`src/sv/incremental_pid_heater_top_defines.svh`:
```
// Assertion macros used by the heater controller top level.
// Every check is clocked on clk and switched off while rst_n is low.
`ifndef INCREMENTAL_PID_HEATER_TOP_DEFINES_SVH
`define INCREMENTAL_PID_HEATER_TOP_DEFINES_SVH

// When pre holds in a cycle, post must hold in the same cycle.
`define IPH_ASSERT_SAME(lbl, pre, post, msg) \
  lbl: assert property (@(posedge clk) disable iff (!rst_n) (pre) |-> (post)) \
    else $error(msg);

// When pre holds in a cycle, post must hold in the following cycle.
`define IPH_ASSERT_NEXT(lbl, pre, post, msg) \
  lbl: assert property (@(posedge clk) disable iff (!rst_n) (pre) |=> (post)) \
    else $error(msg);

`endif

```
`src/sv/ipid_pkg.sv`:
```
`default_nettype none

package ipid_pkg;

  localparam int unsigned DataW = 16;
  localparam int unsigned GainW = 8;
  localparam int unsigned CfgIdxW = 3;

  // Branch codes carried in the result item.
  localparam logic [1:0] BR_OFF  = 2'd0;
  localparam logic [1:0] BR_FULL = 2'd1;
  localparam logic [1:0] BR_CALC = 2'd2;

  // Configuration register indexes.
  localparam logic [CfgIdxW-1:0] REG_PROP_GAIN  = 3'd0;
  localparam logic [CfgIdxW-1:0] REG_INTEG_GAIN = 3'd1;
  localparam logic [CfgIdxW-1:0] REG_DERIV_GAIN = 3'd2;
  localparam logic [CfgIdxW-1:0] REG_MAX_OUTPUT = 3'd3;
  localparam logic [CfgIdxW-1:0] REG_BAND       = 3'd4;

  // Reset values of the registers that do not reset to zero.
  localparam logic [DataW-1:0] MAX_OUTPUT_RST = 16'd200;
  localparam logic [DataW-1:0] BAND_RST       = 16'd100;

  typedef struct packed {
    logic [DataW-1:0] setpoint;
    logic [DataW-1:0] measured;
  } in_item_t;

  typedef struct packed {
    logic [DataW-1:0] drive;
    logic [1:0]       branch;
  } out_item_t;

  typedef struct packed {
    logic [GainW-1:0] prop_gain;
    logic [GainW-1:0] integ_gain;
    logic [GainW-1:0] deriv_gain;
    logic [DataW-1:0] max_output;
    logic [DataW-1:0] full_drive_band;
  } cfg_t;

  // Outcome of one item as seen by the control logic of the top level.
  typedef struct packed {
    out_item_t        item;
    logic             hist_push;
    logic [DataW-1:0] err;
  } calc_res_t;

endpackage

`default_nettype wire

```
`src/sv/ipid_calc.sv`:
```
`default_nettype none

// Combinational step of the controller: branch decision, incremental PID sum
// and clamp for one item against the current stored state.
module ipid_calc
  import ipid_pkg::*;
(
  input  in_item_t         item,
  input  cfg_t             cfg,
  input  logic [DataW-1:0] drive_lvl,
  input  logic [DataW-1:0] err_prev0,
  input  logic [DataW-1:0] err_prev1,
  output calc_res_t        res
);

  logic [DataW-1:0]   err;
  logic               is_off;
  logic               is_full;
  logic signed [8:0]  kp_s;
  logic signed [8:0]  ki_s;
  logic signed [8:0]  kd_s;
  logic signed [16:0] e0_s;
  logic signed [16:0] d1;
  logic signed [18:0] d2;
  logic signed [25:0] p_term;
  logic signed [25:0] i_term;
  logic signed [27:0] d_term;
  logic signed [30:0] sum;
  logic signed [30:0] max_s;
  logic [DataW-1:0]   calc_drive;

  assign err     = item.setpoint - item.measured;
  assign is_off  = (item.setpoint <= item.measured);
  assign is_full = (err > cfg.full_drive_band);

  // After the shift the history is err, err_prev0, err_prev1 (newest first).
  assign kp_s = $signed({1'b0, cfg.prop_gain});
  assign ki_s = $signed({1'b0, cfg.integ_gain});
  assign kd_s = $signed({1'b0, cfg.deriv_gain});
  assign e0_s = $signed({1'b0, err});
  assign d1   = $signed({1'b0, err}) - $signed({1'b0, err_prev0});
  assign d2   = $signed({3'b000, err}) - $signed({2'b00, err_prev0, 1'b0})
              + $signed({3'b000, err_prev1});

  assign p_term = 26'(kp_s) * 26'(d1);
  assign i_term = 26'(ki_s) * 26'(e0_s);
  assign d_term = 28'(kd_s) * 28'(d2);

  assign sum   = $signed({15'd0, drive_lvl}) + 31'(p_term) + 31'(i_term) + 31'(d_term);
  assign max_s = $signed({15'd0, cfg.max_output});

  always_comb begin
    if (sum <= 31'sd0) begin
      calc_drive = '0;
    end else if (sum < max_s) begin
      calc_drive = sum[DataW-1:0];
    end else begin
      calc_drive = cfg.max_output;
    end
  end

  always_comb begin
    res.err = err;
    priority if (is_off) begin
      res.item.drive  = '0;
      res.item.branch = BR_OFF;
      res.hist_push   = 1'b0;
    end else if (is_full) begin
      res.item.drive  = cfg.max_output;
      res.item.branch = BR_FULL;
      res.hist_push   = 1'b0;
    end else begin
      res.item.drive  = calc_drive;
      res.item.branch = BR_CALC;
      res.hist_push   = 1'b1;
    end
  end

endmodule

`default_nettype wire

```
`src/sv/incremental_pid_heater_top.sv`:
```
`default_nettype none
`include "incremental_pid_heater_top_defines.svh"

// Channel   Direction  Handshake             Payload
// in_       input      in_valid / in_stall   in_item_t  (setpoint, measured)
// out_      output     out_valid / out_stall out_item_t (drive, branch)
// cfg_      input      cfg_valid / cfg_ready cfg_index (3 bits), cfg_data (16 bits)
//
// Every item passes from acceptance through the input register, then
// through the PID datapath into the result register.
// One item per cycle is sustained unless out_stall holds; the shared error
// history and stored drive update on the edge that loads the result register.
// Reset is synchronous and active low; it clears gains, restores the default
// clamp and band, and clears the error history and stored drive.
// A stall on the result side holds the result and, once the input register is
// also full, raises in_stall in the same cycle.
module incremental_pid_heater_top
  import ipid_pkg::*;
(
  input  logic               clk,
  input  logic               rst_n,

  input  logic               in_valid,
  output logic               in_stall,
  input  in_item_t           in_data,

  output logic               out_valid,
  input  logic               out_stall,
  output out_item_t          out_data,

  input  logic               cfg_valid,
  output logic               cfg_ready,
  input  logic [CfgIdxW-1:0] cfg_index,
  input  logic [DataW-1:0]   cfg_data
);

  // Configuration registers. Writes are always accepted; an index beyond the
  // register list is dropped.
  cfg_t cfg_r;
  cfg_t cfg_nxt;

  // Input register stage.
  logic     s1_valid_r;
  logic     s1_valid_nxt;
  in_item_t s1_item_r;

  // Result register stage.
  logic      out_valid_r;
  logic      out_valid_nxt;
  out_item_t out_item_r;

  // Controller state: stored drive and the two older error samples. The
  // oldest sample of the three-deep history is never read again after a
  // shift, so only two entries are kept.
  logic [DataW-1:0] drive_lvl_r;
  logic [DataW-1:0] drive_lvl_nxt;
  logic [DataW-1:0] err0_r;
  logic [DataW-1:0] err0_nxt;
  logic [DataW-1:0] err1_r;
  logic [DataW-1:0] err1_nxt;

  logic      in_accept;
  logic      advance;
  calc_res_t calc_res;

  assign cfg_ready = 1'b1;

  always_comb begin
    cfg_nxt = cfg_r;
    if (cfg_valid && cfg_ready) begin
      unique case (cfg_index)
        REG_PROP_GAIN:  cfg_nxt.prop_gain       = cfg_data[GainW-1:0];
        REG_INTEG_GAIN: cfg_nxt.integ_gain      = cfg_data[GainW-1:0];
        REG_DERIV_GAIN: cfg_nxt.deriv_gain      = cfg_data[GainW-1:0];
        REG_MAX_OUTPUT: cfg_nxt.max_output      = cfg_data;
        REG_BAND:       cfg_nxt.full_drive_band = cfg_data;
        default:        cfg_nxt = cfg_r;
      endcase
    end
  end

  // The item in the input register moves on whenever the result register is
  // empty or its result is being taken in this cycle.
  assign advance   = s1_valid_r && (!out_valid_r || !out_stall);
  assign in_stall  = s1_valid_r && !advance;
  assign in_accept = in_valid && !in_stall;

  ipid_calc u_calc (
    .item      (s1_item_r),
    .cfg       (cfg_r),
    .drive_lvl (drive_lvl_r),
    .err_prev0 (err0_r),
    .err_prev1 (err1_r),
    .res       (calc_res)
  );

  always_comb begin
    s1_valid_nxt  = in_accept || (s1_valid_r && !advance);
    out_valid_nxt = advance || (out_valid_r && out_stall);
    drive_lvl_nxt = drive_lvl_r;
    err0_nxt      = err0_r;
    err1_nxt      = err1_r;
    if (advance) begin
      drive_lvl_nxt = calc_res.item.drive;
      if (calc_res.hist_push) begin
        err0_nxt = calc_res.err;
        err1_nxt = err0_r;
      end
    end
  end

  always_ff @(posedge clk) begin
    if (!rst_n) begin
      cfg_r.prop_gain       <= '0;
      cfg_r.integ_gain      <= '0;
      cfg_r.deriv_gain      <= '0;
      cfg_r.max_output      <= MAX_OUTPUT_RST;
      cfg_r.full_drive_band <= BAND_RST;
      s1_valid_r            <= 1'b0;
      out_valid_r           <= 1'b0;
      drive_lvl_r           <= '0;
      err0_r                <= '0;
      err1_r                <= '0;
    end else begin
      cfg_r       <= cfg_nxt;
      s1_valid_r  <= s1_valid_nxt;
      out_valid_r <= out_valid_nxt;
      drive_lvl_r <= drive_lvl_nxt;
      err0_r      <= err0_nxt;
      err1_r      <= err1_nxt;
    end
  end

  // Payload registers load only on a transfer and need no reset.
  always_ff @(posedge clk) begin
    if (in_accept) begin
      s1_item_r <= in_data;
    end
    if (advance) begin
      out_item_r <= calc_res.item;
    end
  end

  assign out_valid = out_valid_r;
  assign out_data  = out_item_r;

  // An accepted item must occupy the input register at the next edge.
  `IPH_ASSERT_NEXT(a_accept_fills_s1, in_accept, s1_valid_r, "accepted item lost")

  // The delivered drive always matches the stored drive right after a step.
  `IPH_ASSERT_NEXT(a_result_tracks_state, advance,
                   out_valid_r && (out_item_r.drive == drive_lvl_r),
                   "result drive differs from stored drive")

  // The off branch never reports a nonzero drive.
  `IPH_ASSERT_SAME(a_off_is_zero, advance && (calc_res.item.branch == BR_OFF),
                   calc_res.item.drive == '0, "off branch with nonzero drive")

  // The error history moves only when a computed-path item advances.
  `IPH_ASSERT_NEXT(a_hist_stable, rst_n && !(advance && calc_res.hist_push),
                   $stable(err0_r) && $stable(err1_r),
                   "error history changed without a computed step")

endmodule

`default_nettype wire

```
`config.mk`:
```
export PLATFORM = sky130hd
export DESIGN_NAME = incremental_pid_heater_top
export DESIGN_NICKNAME = d
export VERILOG_FILES = /design/src/sv/ipid_pkg.sv /design/src/sv/ipid_calc.sv /design/src/sv/incremental_pid_heater_top.sv
export VERILOG_INCLUDE_DIRS = /design/src /design/src/sv
export SDC_FILE = /design/constraint.sdc
export NUM_CORES = 2
export LEC_CHECK = 0
export BUFFER_PORTS_ARGS = -buffer_cell sky130_fd_sc_hd__buf_4
export CORE_MARGIN = 3
export CORE_UTILIZATION = 55
export DETAILED_ROUTE_END_ITERATION = 8
export GPL_ROUTABILITY_DRIVEN = 1
export GPL_TIMING_DRIVEN = 1
export PLACE_DENSITY = 0.75
export SLEW_MARGIN = 20
export SYNTH_ARGS = -nofsm -noshare
export SYNTH_HDL_FRONTEND = slang
export SYNTH_SLANG_ARGS = --single-unit
export TNS_END_PERCENT = 100
```
`constraint.sdc`:
```
create_clock -name clk -period 12.85 [get_ports clk]
set_clock_uncertainty 0.15 [all_clocks]
set_input_delay 0 -clock clk [delete_from_list [all_inputs] [get_ports clk]]
set_output_delay 0 -clock clk [all_outputs]
set_load 0.02 [all_outputs]
```
==> impl_metrics.tcl <==
set metrics [dict create \
    outcome "completed" \
    rows 79 \
    synth.top_cell.area_share_pct 29.0 \
    clockBufferDepth 2 \
    slowest_stage "fa_1" \
    post-route-drc-count 0 \
    p_sw_share_pct 47.4 \
    critPathRequiredTime_ns 13.09 \
    power_leakage_nw 14.4 \
    placed_area_um2 29000 \
    dp_hpwl_mm 59.7 \
    cp-start-kind "flop" \
    synth-edff-count 50 \
    htree_levels 4 \
    synth_commonest_cells "518 x inv_1, 465 x nand2_1, 383 x fa_1" \
    critPathMaxFanout 8 \
    intPower_mw 1.68 \
    die-area_um2 50800 \
    nFillCells 3801 \
    synth_cells 3075 \
    p_switching_mw 1.51 \
    grtUsageTotal_pct 30.2 \
    synth_cell_types 93 \
    regArea_um2 3620 \
    ant_nets 0 \
    core_um2 47100 \
    arrival_ns 12.68 \
    ys.warnings.count 0 \
    end_kind "flop" \
    num_io_pins 77 \
    cts_tree "built" \
    syn_nets 3793 \
    worst_slew_pin_slew_ns 1.05 \
    grt_pass1_vias 23954 \
    ys.flop_type "dfxtp_1" \
    die_h_um 225 \
    hp-class "input port to flop" \
    slew_violations 0 \
    numCtsBuffers 17 \
    via_per_inst 5.74 \
    maxCapViolations 0 \
    synth-async-reset-ratio_pct 0 \
    routabilityCongestion 0.990 \
    tns_ns 0 \
    hold_viol 0 \
    power_frac_seq_pct 17.2 \
    synth_top_family_by_area "adder cells" \
    cts_sinks 156 \
    p_per_area_nw_per_um2 103 \
    synth_xor_area_share_pct 3.24 \
    drive_gt1_share_pct 14.1 \
    num_vias 22854 \
    combinationalPowerShare_pct 66.4 \
    syn2layout_area_growth_pct 16.9 \
    nets 4076 \
    synth_area_per_cell_um2 8.61 \
    drt_wl_total_mm 75.1 \
    setup_violations 0 \
    clock-root-buffer "clkbuf_16" \
    start_util_pct 56.2 \
    synth-simple-area-share_pct 19.2 \
    final_area_um2 30900 \
    antenna_found_initial 0 \
    layout_min_cycle_time_ns 12.44 \
    crit_top_cell "fa_1" \
    period_share_pct 96.8 \
    synth_top_cell_by_area "fa_1" \
    rsz0062_at_grt "yes" \
    grt.overflow.total 0 \
    yosysSeqAreaShare_pct 13.7 \
    yosys.cell_count.top_type "inv_1" \
    clock_latency_ns 0.47 \
    drt-pass1-iter-count 6 \
    worst_path_largest_cell_delay_ns 0.59 \
    worstSetupPathType "flop to flop" \
    instances_no_fill 3979 \
    yosys_register_bits 156 \
    max_freq_ghz 0.0804 \
    mappedNetlistArea_um2 26500 \
    synth_area_leaders "fa_1 29%, ha_1 13%, dfxtp_1 8.0%" \
    power.share.clock_pct 16.4 \
    die_w_um 225 \
    synth_compound_area_share_pct 12.5 \
    multi_input_area_um2 21100 \
    drt-initial-drc-count 1708 \
    slew_headroom_pct 29.8 \
    synthAdderAreaFrac_pct 42.2 \
    synthMuxAreaShare_pct 0.118 \
    routedWlPerCell_um 18.9 \
    grt_max_degree 107 \
    grt_pass1_wl_mm 122 \
    clkTransAtPathRegs_ns 0.08 \
    placed_cells 3874 \
    ir_drop_mv 0.0817 \
    portBuffers 75 \
]
==> logic make-up after synthesis <==
group           Yosys count
simple gates           1047
fa+ha+maj               662
buf+inv                 622
compound gates          486
flops                   156
xor+xnor                 98
mux                       3
other cells               1
==> registers in the layout (all words and copies together), names as in the netlist <==
register and flops:
s1_item_r 32, err1_r 16, out_valid 1, s1_valid_r 1, err0_r 16, drive_lvl_r 16, cfg_r 56, out_data 18
==> layer usage <==
metal | vias to the layer above | global-route usage, % | wire (um)
met3 | 198 | 5.97 | 6070
met5 | - | 0 | 0
li1 | 10525 | - | -
met2 | 952 | 50.6 | 35400
met1 | 11179 | 39.2 | 30800
met4 | 0 | 10.7 | 2820
==> worst max-delay path, delay by kind of cell, from the launching register on <==
kind | cells | cell delay, ns
AO/OA/AOI/OAI | 16 | 3.16
adder cells (fa/ha/maj) | 13 | 5.59
XOR/XNOR | 3 | 0.50
flip-flops | 1 | 0.43
AND/OR/NAND/NOR | 9 | 1.10
buffers and inverters | 13 | 1.42
==> power by group through the flow <==
stage	sequential, mW	combinational, mW	clock [mW]
6_report	0.550	2.12	0.523
5_1_grt	0.551	2.31	0.549
4_1_cts	0.549	1.97	0.525
3_5_place_dp	0.560	1.93	0
3_3_place_gp	0.559	1.87	0
2_1_floorplan	0.552	1.18	0
==> worst paths after layout <==
kind                                              from                            to  slack (ns)  depth (start not counted)
worst max register to register  s1_item_r[0]$_DFFE_PP_  drive_lvl_r[14]$_SDFFE_PN0P_        0.41                         54
worst min register to register  err1_r[4]$_SDFFE_PN0P_        err1_r[4]$_SDFFE_PN0P_        0.32                          2
worst max-delay path            s1_item_r[0]$_DFFE_PP_  drive_lvl_r[14]$_SDFFE_PN0P_        0.41                         54
worst min-delay path                             rst_n        err0_r[2]$_SDFFE_PN0P_        0.07                          2
==> placed cells by master, fill, tap and decap left out, drive strengths merged, types with 16 or more instances in the layout <==
cell type	instances
o21a	18
clkbuf	18
ha	279
xor2	29
edfxtp	50
and3	16
nand2	465
a21boi	92
nand3	73
nor3	61
buf	311
or3	21
xnor2	69
o21ai	89
nor2b	49
a21o	22
dlygate4sd3	55
nand2b	16
inv	527
and2	192
dfxtp	106
nor2	94
a31oi	37
o211ai	30
a21oi	98
fa	383
==> timing repair <==
action / 4_1_cts / 5_1_grt
hold buffers: 55 / 0
cloned: 1 / 1
buffers inserted: 0 / 15
pin swaps: 3 / 57
hold endpoints to repair: 90 / 0
setup endpoints to repair: 32 / 32
gates resized for setup: 10 / 128
==> cell type report <==
cell class | instances | area share [%]
Timing Repair Buffer | 367 | 9.52
Clock inverter | 15 | 0.590
Inverter | 519 | 6.30
Antenna cell | 1 | 0.00809
Tap cell | 607 | 2.45
Clock buffer | 17 | 1.37
Multi-Input combinational cell | 2297 | 68.0
Sequential cell | 156 | 11.7
==> stage by stage <==
| stage | util (%) | hold WS, ns | total power [mW] | setup slack [ns] |
|---|---|---|---|---|
| after global routing | 65.8 | 0.0814 | 3.41 | -0.180 |
| after CTS | 64.3 | 0.0331 | 3.04 | 0.0186 |
| after detailed placement | 61.7 | 0.0294 | 2.49 | -0.102 |
| after floorplan | - | -0.0511 | 1.73 | 0.329 |
| after global placement | 61.7 | 0.0279 | 2.43 | 0.213 |
| final | 65.8 | 0.0653 | 3.19 | 0.414 |
Note: power is estimated with default switching activity, not from simulation.
